## src/rtl/core/rational_arith_unit_core_defines.svh

```systemverilog
// Assertion macros for the rational arithmetic core.
`ifndef RATIONAL_ARITH_UNIT_CORE_DEFINES_SVH
`define RATIONAL_ARITH_UNIT_CORE_DEFINES_SVH
`ifndef SYNTHESIS
`define RAU_ASSERT(label, clk, rst_n, prop, msg) \
    label: assert property (@(posedge clk) disable iff (!rst_n) prop) else $error(msg);
`define RAU_ASSERT_ALWAYS(label, clk, prop, msg) \
    label: assert property (@(posedge clk) prop) else $error(msg);
`else
`define RAU_ASSERT(label, clk, rst_n, prop, msg)
`define RAU_ASSERT_ALWAYS(label, clk, prop, msg)
`endif
`endif

```

## src/rtl/core/rau_pkg.sv

```systemverilog
package rau_pkg;

    localparam int WordBits = 32;
    localparam int WideBits = 2 * WordBits;
    localparam int GcdCntBits = $clog2(WideBits + 1);

    typedef logic [2:0] cmd_t;
    localparam cmd_t CMD_NORM = 3'd0;
    localparam cmd_t CMD_ADD  = 3'd1;
    localparam cmd_t CMD_SUB  = 3'd2;
    localparam cmd_t CMD_MUL  = 3'd3;
    localparam cmd_t CMD_DIV  = 3'd4;
    localparam cmd_t CMD_CMP  = 3'd5;

    typedef logic [1:0] status_t;
    localparam status_t ST_OK       = 2'd0;
    localparam status_t ST_ZERO_DEN = 2'd1;
    localparam status_t ST_DIV_ZERO = 2'd2;
    localparam status_t ST_OVERFLOW = 2'd3;

    typedef logic [WideBits-1:0] wide_t;

    // Control between the sequencer and the divider.
    typedef struct packed {
        logic start;
        wide_t dividend;
        wide_t divisor;
    } div_req_t;

    typedef struct packed {
        logic done;
        wide_t quotient;
        wide_t remainder;
    } div_rsp_t;

endpackage

```

## src/rtl/core/rau_divider.sv

```systemverilog
module rau_divider
(
    input  logic              clk,
    input  logic              rst_n,
    input  rau_pkg::div_req_t req,
    output rau_pkg::div_rsp_t rsp
);
    import rau_pkg::*;

    // Restoring divider, one quotient bit per cycle.
    logic                  busy_reg, busy_next;
    logic [GcdCntBits-1:0] cnt_reg, cnt_next;
    wide_t                 quo_reg, quo_next;
    wide_t                 rem_reg, rem_next;
    wide_t                 dvs_reg, dvs_next;
    logic                  done_reg, done_next;
    logic [WideBits:0]     trial;
    logic [WideBits:0]     shifted;

    always_comb
    begin
        busy_next = busy_reg;
        cnt_next  = cnt_reg;
        quo_next  = quo_reg;
        rem_next  = rem_reg;
        dvs_next  = dvs_reg;
        done_next = 1'b0;
        shifted   = {rem_reg, quo_reg[WideBits-1]};
        trial     = shifted - {1'b0, dvs_reg};
        if (req.start)
        begin
            busy_next = 1'b1;
            cnt_next  = GcdCntBits'(WideBits);
            quo_next  = req.dividend;
            rem_next  = '0;
            dvs_next  = req.divisor;
        end
        else if (busy_reg)
        begin
            if (!trial[WideBits])
            begin
                rem_next = trial[WideBits-1:0];
                quo_next = {quo_reg[WideBits-2:0], 1'b1};
            end
            else
            begin
                rem_next = shifted[WideBits-1:0];
                quo_next = {quo_reg[WideBits-2:0], 1'b0};
            end
            cnt_next = cnt_reg - 1'b1;
            if (cnt_reg == GcdCntBits'(1))
            begin
                busy_next = 1'b0;
                done_next = 1'b1;
            end
        end
    end

    always_ff @(posedge clk or negedge rst_n)
    begin
        if (!rst_n)
        begin
            busy_reg <= 1'b0;
            done_reg <= 1'b0;
            cnt_reg  <= '0;
        end
        else
        begin
            busy_reg <= busy_next;
            done_reg <= done_next;
            cnt_reg  <= cnt_next;
        end
    end

    always_ff @(posedge clk)
    begin
        quo_reg <= quo_next;
        rem_reg <= rem_next;
        dvs_reg <= dvs_next;
    end

    assign rsp.done      = done_reg;
    assign rsp.quotient  = quo_reg;
    assign rsp.remainder = rem_reg;

endmodule

```

## src/rtl/core/rational_arith_unit_core.sv

```systemverilog
// Rational arithmetic core: one command at a time through a shared multiplier and divider.
// Sequence: check the operands, form the cross products in the shared multiplier (not for
// normalize), run Euclid's gcd of the 64-bit magnitude and denominator on the divider, divide
// both by the gcd (skipped for a zero result), check the range and load the output.
// Throughput: the next transfer is taken in the cycle after the result register is loaded.
// Reset: asynchronous, active low; clears the sequencer, the output valid and the output.
`include "rational_arith_unit_core_defines.svh"
module rational_arith_unit_core
(
    input  logic          clk,
    input  logic          rst_n,
    input  logic          s_tvalid,
    output logic          s_tready,
    // command[2:0], a_num[34:3], a_den[66:35], b_num[98:67], b_den[130:99], zero fill
    input  logic [135:0]  s_tdata,
    output logic          m_tvalid,
    input  logic          m_tready,
    // res_num[31:0], res_den[62:32], status[64:63], is_less[65], is_equal[66],
    // is_greater[67], zero fill
    output logic [71:0]   m_tdata
);
    import rau_pkg::*;

    typedef enum logic [3:0] {
        S_IDLE, S_PREP, S_MUL1, S_MUL2, S_ADD, S_GCD_START, S_GCD_WAIT,
        S_RED_NUM, S_RED_NUM_WAIT, S_RED_DEN_WAIT, S_CHECK, S_OUT
    } state_t;

    localparam logic [WordBits-1:0] Half = {1'b1, {(WordBits-1){1'b0}}};

    state_t               state_reg;
    cmd_t                 cmd_reg;
    logic [WordBits-1:0]  an_reg, ad_reg, bn_reg, bd_reg;
    logic                 aneg_reg, bneg_reg, neg_reg;
    wide_t                p1_reg, p2_reg, mag_reg, den_reg, gx_reg, gy_reg, g_reg;
    logic [71:0]          out_reg;
    logic [71:0]          out_next;
    logic                 ovalid_reg;
    div_req_t             dreq;
    div_rsp_t             drsp;
    status_t              st_reg;
    logic                 sign_b;
    logic [WordBits-1:0]  mul_x, mul_y;
    wide_t                mul_p;
    logic [2:0]           mul_sel;
    logic                 ovf;

    function automatic logic [WordBits-1:0] mag_of(input logic [WordBits-1:0] v);
        mag_of = v[WordBits-1] ? (~v + 1'b1) : v;
    endfunction

    rau_divider u_div
    (
        .clk   (clk),
        .rst_n (rst_n),
        .req   (dreq),
        .rsp   (drsp)
    );

    // One shared 32x32 multiplier.
    always_comb
    begin
        mul_x = an_reg;
        mul_y = bd_reg;
        case (state_reg)
            S_MUL1:
            begin
                mul_x = an_reg;
                mul_y = (cmd_reg == CMD_MUL) ? bn_reg : bd_reg;
            end
            S_MUL2:
            begin
                mul_x = bn_reg;
                mul_y = ad_reg;
                if (cmd_reg == CMD_MUL || cmd_reg == CMD_DIV)
                begin
                    mul_x = ad_reg;
                    mul_y = (cmd_reg == CMD_MUL) ? bd_reg : bn_reg;
                end
            end
            S_ADD:
            begin
                mul_x = ad_reg;
                mul_y = bd_reg;
            end
            default:
            begin
                mul_x = an_reg;
                mul_y = bd_reg;
            end
        endcase
        mul_p = WideBits'(mul_x) * WideBits'(mul_y);
    end

    assign mul_sel = cmd_reg;
    assign sign_b  = (mul_sel == CMD_ADD) ? bneg_reg : (!bneg_reg && bn_reg != '0);
    assign ovf = (den_reg > WideBits'(Half - 1'b1)) ||
                 (mag_reg > (neg_reg ? WideBits'(Half) : WideBits'(Half - 1'b1)));

    always_comb
    begin
        out_next = '0;
        out_next[62:32] = 31'd1;
        out_next[64:63] = st_reg;
        if (st_reg == ST_OK && cmd_reg == CMD_CMP)
        begin
            out_next[65] = (mag_reg != '0) && neg_reg;
            out_next[66] = (mag_reg == '0);
            out_next[67] = (mag_reg != '0) && !neg_reg;
        end
        else if (st_reg == ST_OK && cmd_reg <= CMD_DIV)
        begin
            if (ovf)
                out_next[64:63] = ST_OVERFLOW;
            else
            begin
                out_next[31:0]  = neg_reg ? (~mag_reg[31:0] + 1'b1) : mag_reg[31:0];
                out_next[62:32] = den_reg[30:0];
            end
        end
    end

    always_comb
    begin
        dreq.start    = 1'b0;
        dreq.dividend = gx_reg;
        dreq.divisor  = gy_reg;
        case (state_reg)
            S_GCD_START: dreq.start = (gy_reg != '0);
            S_RED_NUM:
            begin
                dreq.start    = 1'b1;
                dreq.dividend = mag_reg;
                dreq.divisor  = g_reg;
            end
            S_RED_NUM_WAIT:
            begin
                dreq.start    = drsp.done;
                dreq.dividend = den_reg;
                dreq.divisor  = g_reg;
            end
            default: dreq.start = 1'b0;
        endcase
    end

    assign s_tready = (state_reg == S_IDLE);
    assign m_tvalid = ovalid_reg;
    assign m_tdata  = out_reg;

    always_ff @(posedge clk or negedge rst_n)
    begin
        if (!rst_n)
        begin
            state_reg  <= S_IDLE;
            ovalid_reg <= 1'b0;
            out_reg    <= '0;
        end
        else
        begin
            case (state_reg)
                S_IDLE:
                    if (s_tvalid)
                        state_reg <= S_PREP;
                S_PREP:
                begin
                    if (cmd_reg > CMD_CMP)
                        state_reg <= S_OUT;
                    else if (ad_reg == '0 || (cmd_reg != CMD_NORM && bd_reg == '0))
                        state_reg <= S_OUT;
                    else if (cmd_reg == CMD_DIV && bn_reg == '0)
                        state_reg <= S_OUT;
                    else if (cmd_reg == CMD_NORM)
                        state_reg <= S_GCD_START;
                    else
                        state_reg <= S_MUL1;
                end
                S_MUL1: state_reg <= S_MUL2;
                S_MUL2: state_reg <= S_ADD;
                S_ADD: state_reg <= S_GCD_START;
                S_GCD_START:
                    if (gy_reg == '0)
                        state_reg <= (mag_reg == '0) ? S_CHECK : S_RED_NUM;
                    else
                        state_reg <= S_GCD_WAIT;
                S_GCD_WAIT:
                    if (drsp.done)
                        state_reg <= S_GCD_START;
                S_RED_NUM: state_reg <= S_RED_NUM_WAIT;
                S_RED_NUM_WAIT:
                    if (drsp.done)
                        state_reg <= S_RED_DEN_WAIT;
                S_RED_DEN_WAIT:
                    if (drsp.done)
                        state_reg <= S_CHECK;
                S_CHECK: state_reg <= S_OUT;
                S_OUT:
                    if (!ovalid_reg || m_tready)
                        state_reg <= S_IDLE;
                default: state_reg <= S_IDLE;
            endcase
            if (state_reg == S_OUT && (!ovalid_reg || m_tready))
            begin
                ovalid_reg <= 1'b1;
                out_reg    <= out_next;
            end
            else if (m_tready)
                ovalid_reg <= 1'b0;
        end
    end

    always_ff @(posedge clk)
    begin
        case (state_reg)
            S_IDLE:
            begin
                cmd_reg  <= s_tdata[2:0];
                an_reg   <= mag_of(s_tdata[34:3]);
                ad_reg   <= mag_of(s_tdata[66:35]);
                bn_reg   <= mag_of(s_tdata[98:67]);
                bd_reg   <= mag_of(s_tdata[130:99]);
                aneg_reg <= (s_tdata[34] != s_tdata[66]) && (s_tdata[34:3] != '0);
                bneg_reg <= (s_tdata[98] != s_tdata[130]) && (s_tdata[98:67] != '0);
                st_reg   <= ST_OK;
            end
            S_PREP:
            begin
                if (cmd_reg > CMD_CMP)
                    st_reg <= ST_OK;
                else if (ad_reg == '0 || (cmd_reg != CMD_NORM && bd_reg == '0))
                    st_reg <= ST_ZERO_DEN;
                else if (cmd_reg == CMD_DIV && bn_reg == '0)
                    st_reg <= ST_DIV_ZERO;
                mag_reg <= WideBits'(an_reg);
                den_reg <= WideBits'(ad_reg);
                neg_reg <= aneg_reg;
                gx_reg  <= WideBits'(an_reg);
                gy_reg  <= WideBits'(ad_reg);
            end
            S_MUL1: p1_reg <= mul_p;
            S_MUL2: p2_reg <= mul_p;
            S_ADD:
            begin
                if (cmd_reg == CMD_MUL || cmd_reg == CMD_DIV)
                begin
                    mag_reg <= p1_reg;
                    den_reg <= p2_reg;
                    neg_reg <= aneg_reg != bneg_reg;
                    gx_reg  <= p1_reg;
                    gy_reg  <= p2_reg;
                end
                else
                begin
                    // The shared multiplier forms the denominator product in this cycle.
                    den_reg <= mul_p;
                    gy_reg  <= mul_p;
                    if (aneg_reg == sign_b)
                    begin
                        mag_reg <= p1_reg + p2_reg;
                        gx_reg  <= p1_reg + p2_reg;
                        neg_reg <= aneg_reg && (p1_reg + p2_reg != '0);
                    end
                    else if (p1_reg >= p2_reg)
                    begin
                        mag_reg <= p1_reg - p2_reg;
                        gx_reg  <= p1_reg - p2_reg;
                        neg_reg <= aneg_reg && (p1_reg != p2_reg);
                    end
                    else
                    begin
                        mag_reg <= p2_reg - p1_reg;
                        gx_reg  <= p2_reg - p1_reg;
                        neg_reg <= sign_b;
                    end
                end
            end
            S_GCD_START:
                if (gy_reg == '0)
                    g_reg <= gx_reg;
            S_GCD_WAIT:
                if (drsp.done)
                begin
                    gx_reg <= gy_reg;
                    gy_reg <= drsp.remainder;
                end
            S_RED_NUM_WAIT:
                if (drsp.done)
                    mag_reg <= drsp.quotient;
            S_RED_DEN_WAIT:
                if (drsp.done)
                    den_reg <= drsp.quotient;
            S_CHECK:
                if (mag_reg == '0)
                begin
                    neg_reg <= 1'b0;
                    den_reg <= WideBits'(1);
                end
            default: ;
        endcase
    end

    `RAU_ASSERT(a_busy_not_ready, clk, rst_n, (state_reg != S_IDLE) |-> !s_tready, "busy")
    `RAU_ASSERT(a_hold_out, clk, rst_n, (m_tvalid && !m_tready) |=> $stable(m_tdata), "hold")
    `RAU_ASSERT(a_den_pos, clk, rst_n, m_tvalid |-> (m_tdata[62:32] != '0), "zero den")
    `RAU_ASSERT(a_flags, clk, rst_n, m_tvalid |-> $onehot0(m_tdata[67:65]), "flags")

endmodule

```

## config.mk

```make
export PLATFORM = sky130hd
export DESIGN_NAME = rational_arith_unit_core
export DESIGN_NICKNAME = d
export VERILOG_FILES = /design/src/rtl/core/rau_pkg.sv /design/src/rtl/core/rau_divider.sv /design/src/rtl/core/rational_arith_unit_core.sv
export VERILOG_INCLUDE_DIRS = /design/src /design/src/rtl/core
export SDC_FILE = /design/constraint.sdc
export NUM_CORES = 2
export LEC_CHECK = 0
export ABC_AREA = 1
export BUFFER_PORTS_ARGS = -buffer_cell sky130_fd_sc_hd__buf_4
export CORE_MARGIN = 2
export CORE_UTILIZATION = 32
export DETAILED_ROUTE_END_ITERATION = 8
export GPL_TIMING_DRIVEN = 1
export PLACE_DENSITY = 0.5
export SETUP_SLACK_MARGIN = 0.3
export SLEW_MARGIN = 20
export SYNTH_ARGS = -nofsm -noshare
export SYNTH_HDL_FRONTEND = slang
export SYNTH_SLANG_ARGS = --single-unit
```

## constraint.sdc

```tcl
create_clock -name clk -period 13.6 [get_ports clk]
set_clock_uncertainty 0.05 [all_clocks]
set_input_delay 4.08 -clock clk [delete_from_list [all_inputs] [get_ports clk]]
set_output_delay 4.08 -clock clk [all_outputs]
set_load 0.005 [all_outputs]
```

# Word level (Yosys, flattened, before mapping)

Cells that the tools add are included.

Register bits after elaboration: 858
Latch bits: 0
Bits in writable memories: 0
ROM bits: 0
Bits of input ports: 140
Word-level logic and storage cells: 193
Memories kept: 0

$add $sub $neg: 10
Multipliers: 1
Div/mod/pow operators: 0
Magnitude comparators: 5
Equal/unequal tests: 28
Shift-type cells: 0
Mux-type cells: 67
Bitwise logic cells: 5
Reductions and logical operators: 48

Operators by type and width:

| operator                | count |
|---|---|
| $mux W64                | 11 |
| $pmux W64 S3            | 3 |
| $pmux W128 S2           | 1 |
| $pmux W64 S4            | 1 |
| $mux W32                | 6 |
| $reduce_bool A64 Y1     | 3 |
| $add A32 B1 Y32 const B | 5 |
| $not A32 Y32            | 5 |
| $mux W65                | 2 |
| $logic_not A64 Y1       | 2 |
| $pmux W32 S2            | 2 |
| $sub A64 B64 Y64        | 2 |
| $mux W31                | 4 |
| $logic_not A32 Y1       | 3 |
| $reduce_bool A32 Y1     | 3 |
| $sub A65 B64 Y65        | 1 |
| $add A64 B64 Y64        | 1 |
| $ge A64 B64 Y1          | 1 |
| $gt A64 B31 Y1 const B  | 1 |
| $gt A64 B32 Y1          | 1 |
| $mul A32 B32 Y64        | 1 |
| $ne A64 B64 Y1          | 1 |
| $mux W63                | 1 |
| $pmux W4 S12            | 1 |
| 35 further kinds        | 102 |

# Depth between registers and ports, before layout

Word-level depth: 7
Depth in mapped cells: 45

# By module

A second synthesis with hierarchy kept.

Cell total of the unflattened synthesis: 13,022
Area total of the unflattened synthesis: 97,041.8 µm²

Modules (own cells, without submodules):

| module                   | times used | cells each | area an instance (µm²) | seq. area each (µm²) |
|---|---|---|---|---|
| rational_arith_unit_core | 1          | 10,730     | 82,479.1               | 19,363.6 |
| rau_divider              | 1          | 2,292      | 14,562.7               | 5,350.1 |

# Worst setup path before layout

OpenSTA, ideal clock, no wires.

Kind: reg-to-output
Start: register state_reg[1]
End: output s_tready
Arrival time: 6.240 ns
Required time: 9.470 ns
Path slack: 3.230 ns
Cell stages (with the launch flop): 4
Buffers on the path: 0
Cells stage by stage: dfrtp_1 > nor2_1 > inv_1 > nor2_1

Longest elaborated chain between the ends: 1

Ends and longest elaborated chain:

| element                | RTL line                        | text |
|---|---|---|
| from (decl)            | rational_arith_unit_core.sv:31  | `state_t state_reg;` |
| from (signal assigned) | rational_arith_unit_core.sv:182 | `state_reg <= (mag_reg == '0) ? S_CHECK : S_RED_NUM;` |
| $logic_not A4 Y1       | rational_arith_unit_core.sv:146 | `assign s_tready = (state_reg == S_IDLE);` |
| to (decl)              | rational_arith_unit_core.sv:13  | `output logic s_tready,` |

Every way passes these cells.

# Final worst setup path

Start: register cmd_reg[1]
End: register gy_reg[42], data pin

Longest elaborated chain between the ends: 7
Elaborated cells on any way between the ends: 12
Classes of those cells: 1 x mul; 2 x eq/ne; 8 x mux; 1 x reduce/logical

Ends and longest elaborated chain:

| element                                        | RTL line                                                                                       | text |
|---|---|---|
| from (decl)                                    | rational_arith_unit_core.sv:32                                                                 | `cmd_t cmd_reg;` |
| from (signal assigned)                         | rational_arith_unit_core.sv:216                                                                | `cmd_reg <= s_tdata[2:0];` |
| $eq A3 B2 Y1 or $eq A3 B3 Y1 (tied branches)   | rational_arith_unit_core.sv:69, rational_arith_unit_core.sv:75, rational_arith_unit_core.sv:78 |  |
| $mux W32 or $logic_or A1 B1 Y1 (tied branches) | rational_arith_unit_core.sv:78, rational_arith_unit_core.sv:75                                 |  |
| $mux W32                                       | rational_arith_unit_core.sv:75                                                                 | `if (cmd_reg == CMD_MUL \|\| cmd_reg == CMD_DIV)` |
| $pmux W32 S2                                   | rational_arith_unit_core.sv:65                                                                 | `case (state_reg)` |
| $mul A32 B32 Y64 (*)                           | rational_arith_unit_core.sv:92                                                                 | `mul_p = WideBits'(mul_x) * WideBits'(mul_y);` |
| net mul_p[42]                                  | rational_arith_unit_core.sv:44                                                                 | `wide_t mul_p;` |
| $mux W64 (*)                                   | rational_arith_unit_core.sv:243                                                                | `if (cmd_reg == CMD_MUL \|\| cmd_reg == CMD_DIV)` |
| $pmux W64 S3 (*)                               | rational_arith_unit_core.sv:213                                                                | `case (state_reg)` |
| to (signal assigned)                           | rational_arith_unit_core.sv:237                                                                | `gy_reg <= WideBits'(ad_reg);` |
| to (signal assigned)                           | rational_arith_unit_core.sv:249                                                                | `gy_reg <= p2_reg;` |
| to (signal assigned)                           | rational_arith_unit_core.sv:255                                                                | `gy_reg <= mul_p;` |
| to (decl)                                      | rational_arith_unit_core.sv:35                                                                 | `wide_t p1_reg, p2_reg, mag_reg, den_reg, gx_reg, gy_reg, g_reg;` |

Mark *: on every way through the listed nets, which the timed path passes. The rest lies on a longest branch.
A chain may end at the register's enable or synchronous reset.

==> impl_metrics.ini <==
[clock_tree]
htreeDepth = 3
cts_buffers = 100
root_buffer = clkbuf_16
clockBufferDepth = 3
path_clk_slew_ns = 0.06
insertion_delay_ns = 0.79
tritoncts = built
cts_setup_buffers = 0
post_cts_resized = 0
cts_hold_buf = 0
cts_sinks = 858

[critical_path]
rr_worst_depth = 31
worstSetupStartpointType = flip-flop
worst-path-max-fanout = 111
cp.arrival_ns = 11.68
slowest_stage = clkinv_1
reg2reg_slack_ns = 2.32
cpMostUsedCell = fa_1
critPathTopFamily = adder cells
endpoint_kind = flip-flop
reg2reg_to = gy_reg[42]
crit_buf_inv = 8
max_stage_delay_ns = 0.92
crit_type = flip-flop to flip-flop
r2r_start = cmd_reg[1]
critical_path_required_ns = 14.00

[synthesis]
netlist_area_um2 = 94000
synthFlopType = edfxtp_1
ys_ff_latch = 858
synth_cells = 12123
seq_area_frac_synth = 0.263
async_flop_share = 0.0956
synth_area_per_cell_um2 = 7.75
ys_warn_count = 0
synth_edf_count = 712
yosysUniqueCellTypes = 61

[grt]
grt_usage = 0.281
grt_pass1_vias = 82909
grt_start_max_net_pins = 139
grt_pass1_wl_um = 605000
antenna_found_initial = 42
grt_overflow = 0

[die]
die-area_um2 = 298000
rows = 199
dieHeight_um = 546
ios = 214
die_w_um = 546
initial_utilization = 0.321
core_area_um2 = 293000

[place]
gp_congestion = 1.06
io_buffers = 204
hpwlAfterDp_um = 348000
dpl.cell_count = 16007

[min_path]
hp-start = gx_reg[25]
holdPathStages = 0
hold_end = g_reg[25]
hp-class = flip-flop to flip-flop

[routing]
drt.antenna.violating_nets = 0
detail_route.first_pass.iterations = 6
routed_via_density = 5.27
avgRoutedWirePerCell_um = 26.4
drc = 0
vias = 85528
wl_um = 428000
dr.first_iter.drc_count = 9752

[timing]
min_period_ns = 11.28
fin_crit_sh = 0.829
setup_violations = 0
drv_slew = 0
finalHoldViolCount = 0
rsz0062_at_grt = false
final.setup.tns_ns = 0
fmax_mhz = 88.7
worstMarginPinSlew_ns = 1.30
relSlewSlack = 0.121

[final_layout]
multi_input_area_um2 = 58500
nFillCells = 31478
num-nets-final = 13786
syn_to_final_growth_pct = 10.2
drive_above_1_share = 0.0597
final_cells = 16232
regArea_um2 = 24700
largest_reg_flops = 68

[job]
maxCapViolCount = 0

[status]
status = complete, no violations
routing by layer:
layer	global-route usage	wire, um
met5	0	115
met1	0.375	177000
met2	0.437	189000
met3	0.0494	37400
met4	0.141	25600
metrics by stage:
step	utilization	cell area [um2]	setup slack, ns	hold WS [ns]
3_5_place_dp	0.342	100000	2.47	0.383
2_1_floorplan	-	94000	3.23	0.377
5_1_grt	0.353	104000	1.85	0.400
3_3_place_gp	0.342	100000	2.54	0.381
6_report	0.353	104000	2.32	0.395
4_1_cts	0.353	103000	2.45	0.393
cells by family (layout without fill, tap and decap cells):
group | Yosys count | count (layout) | synth area share
simple gates | 4536 | 4536 | 0.192
fa+ha+maj | 1456 | 1456 | 0.266
flops | 858 | 858 | 0.263
compound gates | 2063 | 2063 | 0.126
buf+inv | 2830 | 2977 | 0.117
xor+xnor | 379 | 379 | 0.0353
other cells | 1 | 44 | 0.0000399
worst max path at each step:
stage               cells past startpoint  slack, ns    startpoint     endpoint
detailed placement                     30       2.47  state_reg[0]   gy_reg[42]
floorplan                               3       3.23  state_reg[1]     s_tready
finish                                 31       2.32    cmd_reg[1]   gy_reg[42]
global placement                       30       2.54  state_reg[0]   gy_reg[42]
global route                           33       1.85    cmd_reg[1]  den_reg[42]
CTS                                    30       2.45  state_reg[0]   gy_reg[42]
synthesized netlist by cell type, types with 86 or more instances:
| cell | n | area share |
|---|---|---|
| a21oi_1 | 687 | 0.037 |
| buf_2 | 118 | 0.0063 |
| clkbuf_1 | 268 | 0.011 |
| edfxtp_1 | 712 | 0.23 |
| fa_1 | 900 | 0.19 |
| ha_1 | 556 | 0.074 |
| inv_1 | 2306 | 0.092 |
| nand2_1 | 2641 | 0.11 |
| nand3_1 | 262 | 0.014 |
| nor2_1 | 1336 | 0.053 |
| o211ai_1 | 155 | 0.012 |
| o21ai_0 | 712 | 0.038 |
| o221ai_1 | 87 | 0.0081 |
| xnor2_1 | 86 | 0.0080 |
| xor2_1 | 293 | 0.027 |
cell usage in the layout (no fill, tap or decap), types with 14 or more instances in the layout:
cell       synthesis  final
nand3_1          262    262
a21boi_0          15     15
inv_2             24     31
diode_2            0     40
nor2_2            21     43
edfxtp_1         712    712
a31oi_1           48     48
o21ai_0          712    695
xor2_1           293    293
o21bai_1          47     47
a21o_1            42     42
o221ai_1          87     87
dfxtp_1           64     64
fa_1             900    900
clkinv_2           0     16
dfrtp_1           82     82
clkbuf_1         268     25
o21ai_1           81     98
a21oi_1          687    686
nand4_1           70     70
o22ai_1           67     67
inv_1           2306   2297
nor4_1            71     71
nand2_2           25     30
a41oi_1           18     18
o211ai_1         155    155
nand2_1         2641   2633
nor3_1            73     73
o21a_1            30     30
xnor2_1           86     86
clkinv_1          37     48
a32o_1            14     14
clkbuf_16          0    101
buf_4             51    422
nor2_4             7     16
nor2_1          1336   1305
ha_1             556    556
layout make-up:
| type | instances | share of cell area |
|---|---|---|
| multi-input combinational | 8438 | 0.564 |
| clock buffer | 139 | 0.0270 |
| timing repair buffer | 425 | 0.0312 |
| tap | 3919 | 0.0473 |
| clock inverter | 46 | 0.00466 |
| sequential | 858 | 0.239 |
| inverter | 2367 | 0.0859 |
| antenna | 40 | 0.000966 |
Power is not shown: default switching activity piles up to over one toggle a cycle in this logic, so the estimate is an artifact.
